==> config.mk <==
export PLATFORM = sky130hd
export DESIGN_NAME = terminal_line_editor_flat
export DESIGN_NICKNAME = d
export VERILOG_FILES = /design/src/hdl/tle_pkg.sv /design/src/hdl/tle_byte_if.sv /design/src/hdl/tle_res_if.sv /design/src/hdl/tle_ctrl.sv /design/src/hdl/tle_line_mem.sv /design/src/hdl/terminal_line_editor.sv /design/src/flat_wrapper.sv
export SDC_FILE = /design/constraint.sdc
export NUM_CORES = 1
export LEC_CHECK = 0
export BUFFER_PORTS_ARGS = -buffer_cell sky130_fd_sc_hd__buf_4
export CAP_MARGIN = 20
export CORE_MARGIN = 4
export CORE_UTILIZATION = 30
export CTS_CLUSTER_SIZE = 30
export DETAILED_ROUTE_END_ITERATION = 7
export PLACE_DENSITY = 0.4
export SYNTH_ARGS = -nofsm -noshare
export SYNTH_HDL_FRONTEND = slang
export SYNTH_SLANG_ARGS = --single-unit
export TNS_END_PERCENT = 50
==> constraint.sdc <==
create_clock -name clk -period 3.4 [get_ports clk]
set_input_delay 0.68 -clock clk [delete_from_list [all_inputs] [get_ports clk]]
set_output_delay 0.68 -clock clk [all_outputs]
set_load 0.005 [all_outputs]
==> src/hdl/tle_pkg.sv <==
// Shared types and constants of the terminal line editor.
// Result action codes, the byte codes that the decoder reacts to, and the
// structs that pass between the decoder, the line memory and the top level.
package tle_pkg;

	localparam int FILL_W = 6;

	localparam logic [2:0] ACT_ECHO   = 3'd0;
	localparam logic [2:0] ACT_LEFT   = 3'd1;
	localparam logic [2:0] ACT_RIGHT  = 3'd2;
	localparam logic [2:0] ACT_DELETE = 3'd3;
	localparam logic [2:0] ACT_ERASE  = 3'd4;
	localparam logic [2:0] ACT_CANCEL = 3'd5;
	localparam logic [2:0] ACT_SUBMIT = 3'd6;
	localparam logic [2:0] ACT_CHAR   = 3'd7;

	localparam logic [7:0] BYTE_ETX   = 8'd3;
	localparam logic [7:0] BYTE_BS    = 8'd8;
	localparam logic [7:0] BYTE_LF    = 8'd10;
	localparam logic [7:0] BYTE_CR    = 8'd13;
	localparam logic [7:0] BYTE_ESC   = 8'd27;
	localparam logic [7:0] BYTE_DEL   = 8'd127;
	localparam logic [7:0] BYTE_LBRK  = 8'h5B;
	localparam logic [7:0] BYTE_TILDE = 8'h7E;
	localparam logic [7:0] BYTE_THREE = 8'h33;
	localparam logic [7:0] BYTE_UPC_D = 8'h44;
	localparam logic [7:0] BYTE_UPC_C = 8'h43;

	typedef struct packed {
		logic [2:0]        action;
		logic [7:0]        char_out;
		logic [FILL_W-1:0] line_len;
		logic              last;
	} res_t;

	typedef struct packed {
		logic              emit;
		res_t              res;
		logic              wr_en;
		logic [FILL_W-1:0] wr_cnt;
		logic [7:0]        wr_data;
		logic              submit;
	} dec_t;

endpackage

==> src/hdl/tle_byte_if.sv <==
// Input channel of the terminal line editor: one received byte per transfer.
// Depends on nothing.
interface tle_byte_if;
	logic       valid;
	logic       ready;
	logic [7:0] rx_byte;

	modport source (output valid, output rx_byte, input ready);
	modport sink (input valid, input rx_byte, output ready);
endinterface

==> src/hdl/tle_res_if.sv <==
// Result channel of the terminal line editor: one editor action per transfer.
// Depends on nothing.
interface tle_res_if;
	logic       valid;
	logic       ready;
	logic [2:0] action;
	logic [7:0] char_out;
	logic [5:0] line_len;
	logic       last;

	modport source (output valid, output action, output char_out, output line_len,
		output last, input ready);
	modport sink (input valid, input action, input char_out, input line_len,
		input last, output ready);
endinterface

==> src/hdl/tle_ctrl.sv <==
// Byte decoder of the terminal line editor: escape tracking and fill count.
// Depends on tle_pkg.
module tle_ctrl
	import tle_pkg::*;
#(
	parameter int LINE_CAP = 63
) (
	input  logic       clk,
	input  logic       arst_n,
	input  logic       accept,
	input  logic [7:0] rx_byte,
	output dec_t       dec
);

	localparam logic [1:0] PH_NORMAL = 2'd0;
	localparam logic [1:0] PH_ESC    = 2'd1;
	localparam logic [1:0] PH_CSI    = 2'd2;
	localparam logic [1:0] PH_DEL    = 2'd3;

	logic [1:0]        phase_q, phase_d;
	logic [FILL_W-1:0] fill_q, fill_d;
	logic              ordinary;

	always_comb begin
		dec      = '0;
		phase_d  = phase_q;
		fill_d   = fill_q;
		ordinary = 1'b0;
		dec.res.last = 1'b1;

		unique case (phase_q)
			PH_NORMAL: begin
				if (rx_byte == BYTE_ESC) begin
					phase_d = PH_ESC;
				end else begin
					ordinary = 1'b1;
				end
			end
			PH_ESC: begin
				if (rx_byte == BYTE_LBRK) begin
					phase_d = PH_CSI;
				end else begin
					// A broken sequence falls back to plain byte handling.
					phase_d  = PH_NORMAL;
					ordinary = 1'b1;
				end
			end
			PH_CSI: begin
				phase_d = PH_NORMAL;
				if (rx_byte == BYTE_UPC_D) begin
					dec.emit       = 1'b1;
					dec.res.action = ACT_LEFT;
				end else if (rx_byte == BYTE_UPC_C) begin
					dec.emit       = 1'b1;
					dec.res.action = ACT_RIGHT;
				end else if (rx_byte == BYTE_THREE) begin
					phase_d = PH_DEL;
				end
			end
			default: begin
				phase_d = PH_NORMAL;
				if (rx_byte == BYTE_TILDE) begin
					dec.emit       = 1'b1;
					dec.res.action = ACT_DELETE;
				end
			end
		endcase

		if (ordinary) begin
			if (rx_byte == BYTE_BS || rx_byte == BYTE_DEL) begin
				if (fill_q != '0) begin
					fill_d         = fill_q - 1'b1;
					dec.emit       = 1'b1;
					dec.res.action = ACT_ERASE;
				end
			end else if (rx_byte == BYTE_ETX) begin
				fill_d         = '0;
				dec.emit       = 1'b1;
				dec.res.action = ACT_CANCEL;
			end else if (rx_byte == BYTE_CR || rx_byte == BYTE_LF) begin
				fill_d           = '0;
				dec.emit         = 1'b1;
				dec.submit       = 1'b1;
				dec.res.action   = ACT_SUBMIT;
				dec.res.line_len = fill_q;
				dec.res.last     = (fill_q == '0);
			end else begin
				if (fill_q < FILL_W'(LINE_CAP)) begin
					dec.wr_en = 1'b1;
					fill_d    = fill_q + 1'b1;
				end
				dec.emit         = 1'b1;
				dec.res.action   = ACT_ECHO;
				dec.res.char_out = rx_byte;
			end
		end

		dec.wr_cnt  = fill_q;
		dec.wr_data = rx_byte;
	end

	always_ff @(posedge clk or negedge arst_n) begin
		if (!arst_n) begin
			phase_q <= PH_NORMAL;
			fill_q  <= '0;
		end else if (accept) begin
			phase_q <= phase_d;
			fill_q  <= fill_d;
		end
	end

endmodule

==> src/hdl/tle_line_mem.sv <==
// Line store of the terminal line editor and the sequencer that reads the
// line out after a submit. Depends on tle_pkg.
module tle_line_mem
	import tle_pkg::*;
#(
	parameter int LINE_CAP = 63
) (
	input  logic              clk,
	input  logic              arst_n,
	input  logic              wr_en,
	input  logic [FILL_W-1:0] wr_cnt,
	input  logic [7:0]        wr_data,
	input  logic              start,
	input  logic [FILL_W-1:0] start_len,
	input  logic              slot_free,
	output logic              busy,
	output logic              char_valid,
	output res_t              char_res
);

	localparam int AW = (LINE_CAP > 1) ? $clog2(LINE_CAP) : 1;

	localparam logic [1:0] ST_IDLE = 2'd0;
	localparam logic [1:0] ST_READ = 2'd1;
	localparam logic [1:0] ST_HOLD = 2'd2;

	logic [7:0]        line_mem [LINE_CAP];
	logic [7:0]        rd_data_q;
	logic [1:0]        state_q;
	logic [FILL_W-1:0] cnt_q;
	logic [FILL_W-1:0] len_q;
	logic              rd_en;
	logic              take;
	logic              final_char;

	assign rd_en      = (state_q == ST_READ);
	assign char_valid = (state_q == ST_HOLD);
	assign take       = char_valid && slot_free;
	assign final_char = (cnt_q + 1'b1) == len_q;
	assign busy       = (state_q != ST_IDLE);

	always_comb begin
		char_res          = '0;
		char_res.action   = ACT_CHAR;
		char_res.char_out = rd_data_q;
		char_res.last     = final_char;
	end

	always_ff @(posedge clk) begin
		if (wr_en) begin
			line_mem[wr_cnt[AW-1:0]] <= wr_data;
		end
		if (rd_en) begin
			rd_data_q <= line_mem[cnt_q[AW-1:0]];
		end
	end

	always_ff @(posedge clk or negedge arst_n) begin
		if (!arst_n) begin
			state_q <= ST_IDLE;
			cnt_q   <= '0;
			len_q   <= '0;
		end else begin
			unique case (state_q)
				ST_IDLE: begin
					if (start && start_len != '0) begin
						state_q <= ST_READ;
						cnt_q   <= '0;
						len_q   <= start_len;
					end
				end
				ST_READ: begin
					state_q <= ST_HOLD;
				end
				ST_HOLD: begin
					if (take) begin
						if (final_char) begin
							state_q <= ST_IDLE;
						end else begin
							state_q <= ST_READ;
							cnt_q   <= cnt_q + 1'b1;
						end
					end
				end
				default: begin
					state_q <= ST_IDLE;
				end
			endcase
		end
	end

	// The line is never written while it is being read out.
	a_no_write_busy: assert property (@(posedge clk) disable iff (!arst_n)
		busy |-> !wr_en)
		else $error("line store written during readout");

	// A character is shown only after a read issued in the cycle before.
	a_hold_after_read: assert property (@(posedge clk) disable iff (!arst_n)
		$rose(char_valid) |-> $past(rd_en))
		else $error("character shown without a preceding read");

	// The read index stays inside the submitted line.
	a_cnt_in_line: assert property (@(posedge clk) disable iff (!arst_n)
		busy |-> (cnt_q < len_q))
		else $error("readout index beyond line length");

	// Reading out ends right after the final character leaves.
	a_done_after_last: assert property (@(posedge clk) disable iff (!arst_n)
		(take && final_char) |=> !busy)
		else $error("readout did not end after the final character");

endmodule

==> src/hdl/terminal_line_editor.sv <==
// Terminal line editor: turns received bytes into editor actions.
// Depends on tle_pkg, tle_byte_if, tle_res_if, tle_ctrl and tle_line_mem.
//
//   channel  dir  payload                               transfer when
//   rx       in   rx_byte[7:0]                          rx.valid && rx.ready
//   tx       out  action[2:0] char_out line_len last    tx.valid && tx.ready
//
// The result of an ordinary byte sits in the output register, and the next byte
// is taken while that register is free or being emptied.
// A submit of n characters holds rx until the whole line has been read out:
// each character is a memory read, then a state that shows the registered data.
// Reset clears the escape phase, the fill count, the readout sequencer and the
// output valid flag; the line store needs no clearing pass.
// A stall on tx stops both the readout and the intake of new bytes.
module terminal_line_editor
	import tle_pkg::*;
#(
	parameter int LINE_CAP = 63
) (
	input logic        clk,
	input logic        arst_n,
	tle_byte_if.sink   rx,
	tle_res_if.source  tx
);

	dec_t dec;
	res_t char_res;
	res_t out_q;
	logic out_valid_q;
	logic slot_free;
	logic busy;
	logic char_valid;
	logic accept;

	assign slot_free = !out_valid_q || tx.ready;
	assign rx.ready  = !busy && slot_free;
	assign accept    = rx.valid && rx.ready;

	tle_ctrl #(
		.LINE_CAP (LINE_CAP)
	) u_ctrl (
		.clk     (clk),
		.arst_n  (arst_n),
		.accept  (accept),
		.rx_byte (rx.rx_byte),
		.dec     (dec)
	);

	tle_line_mem #(
		.LINE_CAP (LINE_CAP)
	) u_line_mem (
		.clk        (clk),
		.arst_n     (arst_n),
		.wr_en      (accept && dec.wr_en),
		.wr_cnt     (dec.wr_cnt),
		.wr_data    (dec.wr_data),
		.start      (accept && dec.submit),
		.start_len  (dec.res.line_len),
		.slot_free  (slot_free),
		.busy       (busy),
		.char_valid (char_valid),
		.char_res   (char_res)
	);

	always_ff @(posedge clk or negedge arst_n) begin
		if (!arst_n) begin
			out_valid_q <= 1'b0;
		end else begin
			priority if (accept && dec.emit) begin
				out_valid_q <= 1'b1;
			end else if (char_valid && slot_free) begin
				out_valid_q <= 1'b1;
			end else if (tx.ready) begin
				out_valid_q <= 1'b0;
			end
		end
	end

	always_ff @(posedge clk) begin
		priority if (accept && dec.emit) begin
			out_q <= dec.res;
		end else if (char_valid && slot_free) begin
			out_q <= char_res;
		end
	end

	assign tx.valid    = out_valid_q;
	assign tx.action   = out_q.action;
	assign tx.char_out = out_q.char_out;
	assign tx.line_len = out_q.line_len;
	assign tx.last     = out_q.last;

endmodule

==> src/flat_wrapper.sv <==
// flat-port wrapper written by rule: the top's interface ports become plain ports
module terminal_line_editor_flat import tle_pkg::*;
#(
	parameter int LINE_CAP = 63
)
  (clk, arst_n, rx_valid, rx_rx_byte, rx_ready, tx_valid, tx_action, tx_char_out, tx_line_len, tx_last, tx_ready);
  tle_byte_if rx_i ();
  tle_res_if tx_i ();
  input logic clk;
  input logic arst_n;
  input wire logic [$bits(rx_i.valid)-1:0] rx_valid;
  input wire logic [$bits(rx_i.rx_byte)-1:0] rx_rx_byte;
  output wire logic [$bits(rx_i.ready)-1:0] rx_ready;
  output wire logic [$bits(tx_i.valid)-1:0] tx_valid;
  output wire logic [$bits(tx_i.action)-1:0] tx_action;
  output wire logic [$bits(tx_i.char_out)-1:0] tx_char_out;
  output wire logic [$bits(tx_i.line_len)-1:0] tx_line_len;
  output wire logic [$bits(tx_i.last)-1:0] tx_last;
  input wire logic [$bits(tx_i.ready)-1:0] tx_ready;
  assign rx_i.valid = rx_valid;
  assign rx_i.rx_byte = rx_rx_byte;
  assign rx_ready = rx_i.ready;
  assign tx_valid = tx_i.valid;
  assign tx_action = tx_i.action;
  assign tx_char_out = tx_i.char_out;
  assign tx_line_len = tx_i.line_len;
  assign tx_last = tx_i.last;
  assign tx_i.ready = tx_ready;
  terminal_line_editor #(.LINE_CAP(LINE_CAP)) u_core (.clk(clk), .arst_n(arst_n), .rx(rx_i), .tx(tx_i));
endmodule
Yosys cells after proc, flatten, opt, wreduce, memory -nomap -nowiden. Memory sizes are Yosys's and may differ from the RTL's. A register that Yosys moved wholly into a read port is not among the register bits. Cells that the tools add are included.

Register bits after elaboration: 41. Memories kept: 1. Output and inout port bits: 20. Bits in writable memories: 504. Word-level logic and storage cells: 112. Input bits: 12.

Memories: u_core.u_line_mem.line_mem (depth 63, width 8, read ports 1, clocked after memory_dff 1, wr ports 1, RTL line tle_line_mem.sv:27) `logic [7:0] line_mem [LINE_CAP];`.

$add $sub $neg: 3. Reductions and logical operators: 28. Order comparisons: 1. Equality and inequality tests: 21. Mux-type cells: 48.

Operators with widths (count): 6-bit 2-to-1 mux (8); 8-bit by 7-bit == test with 1-bit output, second input constant (5); 18-bit 2-to-1 mux (2); 16-bit 2-to-1 mux (2); 8-bit by 4-bit == test with 1-bit output, second input constant (3); 20-bit 2-to-1 mux (1); 4-bit 2-to-1 mux (5); 1-bit 2-to-1 mux (14); 2-bit 2-to-1 mux (7); 6-bit by 1-bit adder with 6-bit output, second input constant (2); 2-bit case mux with 3 select lines (2); 6-bit case mux with 2 select lines (1); 6-bit nonzero test (2); 8-bit by 2-bit == test with 1-bit output, second input constant (1); 8-bit by 5-bit == test with 1-bit output, second input constant (1); 8-bit by 6-bit == test with 1-bit output, second input constant (1); 8-bit 2-to-1 mux (1); 2-bit != test, second input constant (4); 4-bit case mux with 2 select lines (1); 4-bit AND reduction (2); 1-bit logical AND (7); 7-bit 2-to-1 mux (1); 6-bit == test (1); 6-bit zero test (1); 15 further kinds (26).

Depth between registers and ports, before layout. Gate-level depths: netlist of run 1.

Depth after elaboration: 11. Mapped depth: 10. Depth with buffers taken out: 7.

By module. A second synthesis of run 1 with hierarchy kept.

Cell total of the unflattened synthesis: 1248. Area, all modules: 22833.1 um^2.

Modules (own cells, without submodules): tle_line_mem (cells each 1072, instances 1, area each 20881.3 um^2, sequential area each 15725.1 um^2); tle_ctrl (cells each 128, instances 1, area each 1016.0 um^2, sequential area each 200.2 um^2); terminal_line_editor (cells each 48, instances 1, area each 935.9 um^2, sequential area each 565.5 um^2).

Least setup slack after synthesis of run 1. No wires, ideal clock.

Path kind: input port to flip-flop. Start: input rx_rx_byte[1]. End: register u_core.out_q (netlist bit u_core.tx.action[0]) (enable). Buffers on the path: 3. Library setup time: 489 ps. Data required time: 2911 ps. Data arrival time: 2635 ps. Cell stages on the path: 8. Setup slack: 276 ps. Cells stage by stage: buf_2 > nor4b_1 > a2bb2oi_2 > o21bai_1 > a31o_1 > buf_4 > buf_4 > o21ai_0.

Cells in the longest elaborated chain, start to end: 9. Elaborated cells between the ends (all ways): 20. Those cells by class: eq/ne (7); mux (10); reduce/logical (3).

Ends and longest elaborated chain: from (decl) (RTL line flat_wrapper.sv:12) `input wire logic [$bits(rx_i.rx_byte)-1:0] rx_rx_byte;`; 8-bit by 7-bit == test with 1-bit output (RTL line tle_ctrl.sv:53) `end else if (rx_byte == BYTE_UPC_C) begin`; 4-bit 2-to-1 mux (RTL line tle_ctrl.sv:53); 4-bit 2-to-1 mux (RTL line tle_ctrl.sv:50) `if (rx_byte == BYTE_UPC_D) begin`; 4-bit case mux with 2 select lines (RTL line tle_ctrl.sv:31) `unique case (phase_q)`; 4-bit 2-to-1 mux (RTL line tle_ctrl.sv:71) `if (fill_q != '0) begin`; 4-bit 2-to-1 mux (RTL line tle_ctrl.sv:70) `if (rx_byte == BYTE_BS || rx_byte == BYTE_DEL) begin`; 20-bit 2-to-1 mux (*) (RTL line tle_ctrl.sv:69) `if (ordinary) begin`; 1-bit logical AND (*) (RTL line terminal_line_editor.sv:80) `priority if (accept && dec.emit) begin`; 2-bit nonzero test (no source line) (*); to (signal assigned) (RTL line terminal_line_editor.sv:81) `out_q <= dec.res;`; to (signal assigned) (RTL line terminal_line_editor.sv:83) `out_q <= char_res;`; to (decl) (RTL line terminal_line_editor.sv:28) `res_t out_q;`.

Mark *: on every way between the ends. The rest lies on a longest branch, timed or not. A chain may end at the register's enable or synchronous reset.

==> results.tsv, run 1 <==
stage	metric	value	unit
routing	drt_first_pass_iters	6	
timing	finalMaxSlewViolations	0	
cells_and_area	drive_gt1_frac	0.2878	
clock_tree	insertion_delay	0.61	ns
global_route	grt_pass1_wl	92.65	mm
setup_path	cp_max_fo	12	
synthesis	synth_nets	1213	
setup_path	worst_r2r_startpoint	u_core.u_line_mem.cnt_q[1]	
synthesis	synth-compound-area-share	0.04523	
min_path	holdPathStages	3	
synthesis	synthTopCellsByCount	edfxtp_1, mux4_2, nor2_1	
synthesis	netlist_area	22410	µm²
timing	max_freq	354.1	MHz
synthesis	synth-seq-cells	553	
synthesis	yosys-top-cells-area	edfxtp_1, mux4_2, dfrtp_1	
job	cap_viol_max_count	0	
global_route	grt_pass1_vias	12310	
synthesis	synth_enable_flop_cells	530	
routing	drt_iter0_markers	982	
floorplan	start_util	0.3050	
global_route	grt_overflow	0	
synthesis	synthMuxAreaShare	0.1331	
setup_path	critical_path_depth	6	
setup_path	start_kind	flip-flop	
synthesis	ys_warn_count	0	
clock_tree	clk_pin_slew	0.06	ns
timing	tightest_slew	0.9784	ns
floorplan	die_h	281.3	µm
clock_tree	cts_made_buffers	58	
cells_and_area	post-route-util	0.3602	
setup_path	r2r-end	u_core.u_line_mem.rd_data_q[0]	
floorplan	die_area	79120	µm²
setup_path	cp.arrival	3.16	ns
synthesis	synth-main-ff-cell	edfxtp_1	
placed_design	portBuffers	31	
pwr	ir_worst_vdd	0.3301	mV
synthesis	async_flop_share	0.04159	
min_path	worstHoldStart	tx_ready	
cells_and_area	fin_nets	1362	
setup_path	worst-path-buf-inv	1	
clock_tree	clock-root-buffer	clkbuf_16	
setup_path	cp-end-kind	flip-flop	
floorplan	die_width	281.3	µm
outcome	status	finished, final reports clean	
pwr	power_density	764.2	nW/µm²
global_route	antenna_found_initial	1	
synthesis	ys_types	72	
timing	fin_crit	2.824	ns
timing	rsz0062_at_grt	no	
cells_and_area	syn_to_final_growth	18.10	%
synthesis	synth_top_area_frac	0.7103	
synthesis	synthCells	1198	
min_path	min_to	u_core.u_line_mem.state_q[1]	
setup_path	reg2reg_depth	6	
routing	num_vias	12001	
clock_tree	cts_setup_buffers	0	
placed_design	routabilityCongestion	0.7883	
setup_path	crit_type	flip-flop to flip-flop	
clock_tree	tritoncts	done	
routing	avgViaCountPerCell	5.092	
routing	wl	64.04	mm
synthesis	synthXorXnorAreaFrac	0.003127	
synthesis	yosysTopAreaCell	edfxtp_1	
timing	fin_hold_ws	0.4186	ns
clock_tree	htreeDepth	2	
routing	drc_errors	0	
pwr	leakage	8.567	nW
synthesis	avgSynthCellArea	18.70	µm²
timing	final-hold-violation-count	0	
synthesis	synth_top_family_by_area	multiplexers	
floorplan	rows	99	
timing	fin_crit_sh	0.8307	
setup_path	crit_path_max_incr_delay	0.62	ns
min_path	hold_path.class	input port to flip-flop	
setup_path	cp_top_family	multiplexers	
clock_tree	clk_path_buf_depth	3	
synthesis	ys_seq_area_frac	0.7360	
floorplan	core_area	73450	µm²
synthesis	synth_most_common_cell	edfxtp_1	
routing	detail_route.wl_per_cell	27.17	µm
setup_path	crit_required	3.74	ns
setup_path	slowest_stage	dfrtp_4	
synthesis	synthSimpleGateAreaFrac	0.06176	
timing	slew_headroom	0.3464	
global_route	track_usage	0.1628	
timing	setup-violations-final	0	
placed_design	place_hpwl	42.62	mm
setup_path	path_cells	buf_4, mux4_2, mux2i_1, a21oi_1, nor3b_1, nor3_1	
clock_tree	cts_sinks	553	
setup_path	regToRegSetupSlack	0.58	ns
timing	setup-tns-final	0	ns
timing	finClkSkew	0.01823	ns
routing	antenna_left	0	
synthesis	synthAdderAreaFrac	0.001675	
global_route	grt_max_degree	64	
floorplan	io_pins	32	
cell type report:
type	instances	area, µm²
diodes	1	2.502
clock buffers	71	1594
clock inverters	39	359.1
fillers	6887	46990
inverters	11	41.29
multi-input cells	562	5492
flip-flops and latches	553	16500
well taps	959	1200
repair buffers	161	1271
worst min-delay path, cell delays in order:
cell and delay [ns]:
buf_4 0.09, nor2b_1 0.07, a21o_1 0.16
report_power, final:
part	internal (mW)	switching [mW]
Clock	3.78	2.67
Combinational	2.35	3.24
Sequential	7.87	0.305
Total	14.0	6.21
sequential cells by signal (all words and copies together), names as in the netlist:
signal,count
u_core.u_line_mem.state_q,2
u_core.u_line_mem.len_q,6
u_core.u_ctrl.fill_q,6
u_core.tx.line_len,6
u_core.tx.char_out,8
u_core.u_line_mem.cnt_q,6
u_core.u_ctrl.phase_q,2
u_core.u_line_mem.line_mem,504
u_core.tx.last,1
u_core.tx.valid,1
u_core.u_line_mem.rd_data_q,8
u_core.tx.action,3
timing repair:
action                                 4_1_cts  5_1_grt
endpoints found under the hold margin       23        0
hold buffers                                 1        0
resized for setup                            0        0
per-stage QoR:
stage	power [mW]	setup slack (ns)	std cells	area [µm²]
floorplan	11.62	0.2764	1198	22410
global placement	14.04	0.07262	2244	24490
detailed placement	14.03	0.08072	2245	24490
CTS	20.53	0.5065	2356	26460
global route	21.16	0.4298	2356	26460
finish	20.22	0.5756	2357	26460
worst max-delay path by stage:
stage | start | endpoint
global placement | rx_rx_byte[5] | u_core.u_line_mem.line_mem[12][6]
floorplan | rx_rx_byte[1] | u_core.tx.action[0]
CTS | u_core.u_line_mem.cnt_q[1] | u_core.u_line_mem.rd_data_q[0]
global route | u_core.u_line_mem.cnt_q[0] | u_core.u_line_mem.rd_data_q[0]
finish | u_core.u_line_mem.cnt_q[1] | u_core.u_line_mem.rd_data_q[0]
detailed placement | rx_rx_byte[5] | u_core.u_line_mem.line_mem[12][7]
placed cells by master, fill, tap and decap left out, drive strengths merged, types with 9 or more instances in the layout:
cell type,netlist,layout
nor2,84,84
mux4,119,119
and2,11,11
a31oi,9,9
nor3,18,18
clkinv,0,23
nand2b,10,10
clkinvlp,0,9
o21ai,27,27
a21oi,13,13
nand2,58,58
o22ai,12,12
mux2,9,9
nand3,21,21
nor2b,10,10
clkbuf,25,71
edfxtp,530,530
dfrtp,23,23
inv,11,12
buf,47,160
a22oi,19,19
mux2i,20,20
layer usage:
metal | track usage | vias up | share of wire
met5 | 0 | - | 0
met1 | 0.2477 | 6440 | 0.49
li1 | - | 5192 | -
met4 | 0.03878 | 0 | 0.020
met2 | 0.2489 | 292 | 0.45
met3 | 0.02127 | 77 | 0.038
logic make-up (layout without fill, tap and decap cells):
kind of cell / after synthesis / after routing
compound gates: 139 / 139
flops: 553 / 553
other cells: 0 / 1
buf+inv: 83 / 282
xor+xnor: 8 / 8
fa+ha+maj: 3 / 3
simple gates: 264 / 264
mux: 148 / 148
No activity file was read; power rests on OpenSTA's default activity.
==> inputs of run 2 (changes only) <==
--- a/config.mk
+++ b/config.mk
@@ -5,6 +5,7 @@
 export SDC_FILE = /design/constraint.sdc
 export NUM_CORES = 1
 export LEC_CHECK = 0
+export ABC_AREA = 1
 export BUFFER_PORTS_ARGS = -buffer_cell sky130_fd_sc_hd__buf_4
 export CAP_MARGIN = 20
 export CORE_MARGIN = 4
==> constraint.sdc (replaced) <==
create_clock -name clk -period 2.8 [get_ports clk]
set_input_delay 0.56 -clock clk [delete_from_list [all_inputs] [get_ports clk]]
set_output_delay 0.56 -clock clk [all_outputs]
set_load 0.005 [all_outputs]
==> results.tsv, run 2 <==
stage	metric	value	unit
outcome	status	finished, final reports clean	
setup_path	worst-path-buf-inv	3	
cells_and_area	regArea	16500	µm²
routing	num_vias	16128	
cells_and_area	drive_gt1_frac	0.1370	
timing	finalMaxSlewViolations	0	
timing	fin_crit_sh	0.8891	
placed_design	portBuffers	31	
floorplan	io_pins	32	
synthesis	synth_most_common_cell	nand2_1	
cells_and_area	syn_to_final_growth	18.37	%
routing	detail_route.wl_per_cell	22.82	µm
cells_and_area	largest_reg_flops	504	
routing	drt_iter0_markers	1363	
clock_tree	post_cts_resized	0	
synthesis	synth_top_area_frac	0.6811	
clock_tree	cts_sinks	553	
setup_path	cp_top_family	simple AND/OR/NAND/NOR gates	
synthesis	async_flop_share	0.04159	
synthesis	netlist_area	23370	µm²
synthesis	synth-main-ff-cell	edfxtp_1	
setup_path	cp.arrival	2.87	ns
synthesis	synth_nets	2123	
setup_path	crit_type	flip-flop to flip-flop	
cells_and_area	fill_cells	7788	
clock_tree	clk_path_buf_depth	3	
placed_design	routabilityCongestion	0.8745	
synthesis	synthCells	2108	
floorplan	start_util	0.3022	
floorplan	die_width	287.1	µm
setup_path	r2r-end	u_core.tx.char_out[2]	
setup_path	cp_max_fo	20	
synthesis	avgSynthCellArea	11.09	µm²
floorplan	die_h	287.1	µm
setup_path	regToRegSetupSlack	0.31	ns
pwr	power_density	840.0	nW/µm²
routing	drc_errors	0	
global_route	grt_overflow	0	
cells_and_area	postLayoutCellArea	27660	µm²
timing	finClkSkew	0.02928	ns
min_path	min_to	u_core.u_line_mem.line_mem[25][1]	
synthesis	ys_types	37	
setup_path	worst_r2r_startpoint	u_core.u_ctrl.fill_q[1]	
pwr	ir_worst_vdd	0.4180	mV
clock_tree	clock-root-buffer	clkbuf_16	
min_path	hold_path.class	input port to flip-flop	
setup_path	reg2reg_depth	13	
cells_and_area	fin_nets	2231	
pwr	leakage	9.995	nW
timing	final-hold-violation-count	0	
min_path	holdPathStages	1	
setup_path	cp-end-kind	flip-flop	
global_route	grt_max_degree	97	
floorplan	rows	102	
timing	max_freq	401.7	MHz
setup_path	crit_path_max_incr_delay	0.46	ns
synthesis	ys_warn_count	0	
timing	tightest_slew	0.9023	ns
setup_path	start_kind	flip-flop	
setup_path	slowest_stage	dfrtp_1	
clock_tree	cts_made_buffers	60	
timing	slew_headroom	0.3985	
floorplan	core_area	77340	µm²
synthesis	synth_enable_flop_cells	530	
routing	avgViaCountPerCell	4.884	
clock_tree	tritoncts	done	
min_path	worstHoldStart	rx_rx_byte[1]	
routing	drt_first_pass_iters	6	
floorplan	die_area	82420	µm²
clock_tree	htreeDepth	2	
synthesis	ys_seq_area_frac	0.7057	
placed_design	dpl_cell_area	25600	µm²
synthesis	yosys-top-cells-area	edfxtp_1, nand2_1, nand3_1	
synthesis	synthTopCellsByCount	nand2_1, edfxtp_1, nand3_1	
global_route	antenna_found_initial	3	
setup_path	path_cells	inv_1, ha_1, inv_1, nor2_1, nand2_1, nor2_1, nand2_1, nand2_1, nand2_1, nand2_1, buf_12, nand2_1, o21ai_1	
placed_design	place_hpwl	48.57	mm
setup_path	cp_common_cell	nand2_1	
global_route	track_usage	0.1820	
routing	antenna_left	0	
synthesis	synth-seq-cells	553	
setup_path	crit_required	3.18	ns
synthesis	yosysTopAreaCell	edfxtp_1	
clock_tree	clk_pin_slew	0.06	ns
timing	fin_crit	2.489	ns
job	cap_viol_max_count	0	
timing	setup-violations-final	0	
global_route	grt_pass1_wl	110.9	mm
cells_and_area	multi_input_area	6170	µm²
cells_and_area	antenna_cells	0	
cells_and_area	final_common_cell	nand2_1	
routing	wl	75.36	mm
timing	rsz0062_at_grt	no	
clock_tree	insertion_delay	0.63	ns
global_route	grt_pass1_vias	16364	
cells_and_area	final_cell_mix	nand2_1, edfxtp_1, nand3_1	
timing	setup-tns-final	0	ns
[run 2: cell count changes after synthesis, sizes merged, moves of 19 or more]
cell,delta
a22oi,-19
mux4,-119
buf,+29
nand2,+649
nor2,+44
nand3,+413
mux2i,-20
inv,+34
[run 2: power breakdown]
group / internal [mW] / switching, mW / total, mW
Sequential: 9.49 / 0.219 / 9.71
Clock: 4.94 / 3.36 / 8.31
Combinational: 1.49 / 3.73 / 5.22
Total: 15.9 / 7.31 / 23.2
[run 2: layer usage]
layer	share of wire	GRT usage	wire length, µm	up-vias
met5	0	0	0	-
met4	0.031	0.05488	2307	0
met3	0.042	0.02403	3128	109
met2	0.48	0.3054	36150	416
met1	0.45	0.2467	33780	8036
li1	-	-	-	7567
[run 2: logic make-up (layout without fill, tap and decap cells)]
kind of cell / after synthesis / after routing / synth area share
AOI/OAI and AO/OA: 74 / 74 / 0.01783
xor gates and xnor gates: 5 / 5 / 0.001874
adders and majority gates: 3 / 3 / 0.001606
buffers and inverters: 169 / 323 / 0.03030
DFF: 553 / 553 / 0.7057
and+or+nand+nor: 1304 / 1304 / 0.2427
[run 2: layout make-up]
class,count,area share
Clock buffer,68,0.05536
Clock inverter,40,0.01891
Inverter,50,0.007056
Multi-Input combinational cell,1386,0.2230
Sequential cell,553,0.5965
Tap cell,1040,0.04704
Timing Repair Buffer,165,0.05211
[run 2: timing repair]
action | in CTS | in global routing
setup buffers | 0 | 0
endpoints found under the hold margin | 23 | 0
hold buffers | 1 | 0
[run 2: stage by stage]
stage / utilization / power (mW) / setup slack [ns] / hold WS, ns / std cells
floorplan: - / 12.66 / 0.3039 / 0.2644 / 2108
global placement: 0.3310 / 15.22 / 0.08155 / 0.5022 / 3193
detailed placement: 0.3310 / 15.16 / 0.1054 / 0.5055 / 3193
CTS: 0.3577 / 23.51 / 0.2979 / 0.2308 / 3302
global route: 0.3577 / 24.31 / 0.1165 / 0.2392 / 3302
finish: 0.3577 / 23.24 / 0.3106 / 0.2576 / 3302
[run 2: how the worst max path moves through the flow]
stage	startpoint	endpoint	slack (ns)	depth (start not counted)
floorplan	rx_rx_byte[3]	u_core.u_line_mem.line_mem[51][0]	0.30	10
global placement	rx_rx_byte[1]	u_core.u_line_mem.line_mem[12][4]	0.08	12
detailed placement	rx_rx_byte[1]	u_core.u_line_mem.line_mem[8][1]	0.11	12
CTS	u_core.u_ctrl.fill_q[1]	u_core.tx.char_out[2]	0.30	13
global route	u_core.u_ctrl.fill_q[1]	u_core.tx.char_out[2]	0.12	13
finish	u_core.u_ctrl.fill_q[1]	u_core.tx.char_out[2]	0.31	13
==> inputs of run 3 (changes only) <==
--- a/config.mk
+++ b/config.mk
@@ -5,7 +5,6 @@
 export SDC_FILE = /design/constraint.sdc
 export NUM_CORES = 1
 export LEC_CHECK = 0
-export ABC_AREA = 1
 export BUFFER_PORTS_ARGS = -buffer_cell sky130_fd_sc_hd__buf_4
 export CAP_MARGIN = 20
 export CORE_MARGIN = 4
==> results.tsv, run 3 (synthesized netlist as in run 1, its figures left out) <==
stage	metric	value	unit
outcome	status	finished, final reports clean	
placed_design	portBuffers	31	
placed_design	place_hpwl	43.16	mm
timing	fin_crit_sh	0.9744	
setup_path	start_kind	flip-flop	
setup_path	crit_required	3.31	ns
floorplan	die_h	281.3	µm
floorplan	die_width	281.3	µm
setup_path	cp.arrival	3.23	ns
timing	rsz0062_at_grt	no	
placed_design	preCtsSetupSlack	-0.2587	ns
setup_path	crit_type	flip-flop to flip-flop	
routing	drt_first_pass_iters	4	
routing	antenna_left	0	
clock_tree	clk_pin_slew	0.07	ns
cells_and_area	antenna_cells	0	
pwr	leakage	8.669	nW
timing	slew_headroom	0.4194	
timing	max_freq	366.5	MHz
cells_and_area	largest_reg_flops	504	
floorplan	core_area	73450	µm²
routing	avgViaCountPerCell	5.111	
timing	tightest_slew	0.8677	ns
global_route	track_usage	0.1679	
timing	fin_crit	2.728	ns
cells_and_area	fin_nets	1379	
timing	fin_hold_ws	0.2464	ns
timing	final-hold-violation-count	0	
cells_and_area	post-route-util	0.3642	
floorplan	rows	99	
routing	drt_iter0_markers	1069	
pwr	power_density	951.1	nW/µm²
routing	wl	65.81	mm
clock_tree	cts_sinks	553	
routing	detail_route.wl_per_cell	27.77	µm
routing	num_vias	12114	
min_path	hold_path.class	input port to flip-flop	
cells_and_area	syn_to_final_growth	19.41	%
clock_tree	clock-root-buffer	clkbuf_16	
job	cap_viol_max_count	0	
pwr	ir_worst_vdd	0.4358	mV
clock_tree	cts_setup_buffers	0	
floorplan	start_util	0.3050	
cells_and_area	final_common_cell	edfxtp_1	
global_route	grt_overflow	0	
global_route	grt_pass1_wl	94.82	mm
global_route	grt_max_degree	64	
cells_and_area	drive_gt1_frac	0.3005	
timing	finalMaxSlewViolations	0	
global_route	antenna_found_initial	0	
floorplan	io_pins	32	
clock_tree	tritoncts	done	
cells_and_area	final_cell_mix	edfxtp_1, buf_4, mux4_2	
clock_tree	insertion_delay	0.64	ns
placed_design	routabilityCongestion	0.8262	
routing	drc_errors	0	
clock_tree	clk_path_buf_depth	3	
timing	setup_slack	0.07177	ns
clock_tree	cts_made_buffers	61	
setup_path	cp_max_fo	9	
setup_path	cp-end-kind	flip-flop	
timing	setup-violations-final	0	
timing	finClkSkew	0.03144	ns
clock_tree	htreeDepth	2	
global_route	grt_pass1_vias	12531	
floorplan	die_area	79120	µm²
run 3: changes by cell type in the layout (fill, tap and decap cells not counted), moves of 15 or more:
cell     previous run  this run
nor2_1            124        77
inv_1              31        11
a22oi_1             0        19
o21ai_1            19         1
mux2i_1             0        20
nand3_1           429        20
buf_4             148       163
nand2_1           699        58
mux4_2              0       119
run 3: final timing paths:
| path | from | endpoint | slack [ns] | depth (start not counted) |
|---|---|---|---|---|
| setup / recovery | u_core.u_line_mem.cnt_q[4] | u_core.u_line_mem.rd_data_q[7] | 0.07 | 7 |
| setup reg to reg | u_core.u_line_mem.cnt_q[4] | u_core.u_line_mem.rd_data_q[7] | 0.07 | 7 |
| hold / removal | rx_rx_byte[1] | u_core.u_line_mem.line_mem[20][1] | 0.25 | 1 |
| hold reg to reg | u_core.u_line_mem.len_q[3] | u_core.u_line_mem.len_q[3] | 0.53 | 1 |
| max in group asynchronous | arst_n | u_core.u_line_mem.cnt_q[0] | 2.12 | 2 |
| min in group asynchronous | arst_n | u_core.u_line_mem.cnt_q[2] | 0.37 | 2 |
run 3: layer usage:
| layer | vias to the layer above | global-route usage | wire (µm) | share of wire |
|---|---|---|---|---|
| met3 | 90 | 0.02691 | 3236 | 0.049 |
| li1 | 5221 | - | - | - |
| met4 | 0 | 0.05145 | 1832 | 0.028 |
| met2 | 346 | 0.2477 | 29210 | 0.44 |
| met1 | 6457 | 0.2550 | 31530 | 0.48 |
| met5 | - | 0 | 0 | 0 |
run 3: area by class of cell:
type / count / area (µm²)
repair buffers: 175 / 1454
flip-flops and latches: 553 / 16500
clock buffers: 68 / 1595
well taps: 959 / 1200
fillers: 6843 / 46700
multi-input cells: 562 / 5510
inverters: 11 / 41.29
clock inverters: 42 / 452.9
run 3: what timing repair did:
action                                  4_1_cts  5_1_grt
resized for setup                             2        7
hold buffers                                  1        0
endpoints found under the setup margin        2       38
endpoints found under the hold margin        23        0
run 3: where the power goes:
| part | switching [mW] | internal (mW) |
|---|---|---|
| registers | 0.298 | 9.57 |
| logic | 4.22 | 3.15 |
| clock network | 3.31 | 4.90 |
| total | 7.82 | 17.6 |
run 3: per-stage QoR:
step	power (mW)	TNS [ns]	area (µm²)	std cells
after detailed placement	17.51	-53.50	24680	2259
final	25.45	0	26750	2370
after floorplan	14.11	0	22410	1198
after global routing	26.59	0	26750	2370
after global placement	17.54	-36.85	24680	2259
after CTS	25.81	0	26740	2370
run 3: critical path: stages (launching register included):
cell	delay, ns
dfrtp_1	0.69
inv_1	0.30
nand2_1	0.27
o22ai_1	0.16
o31a_1	0.29
a2111oi_1	0.56
buf_4	0.24
a221o_1	0.10
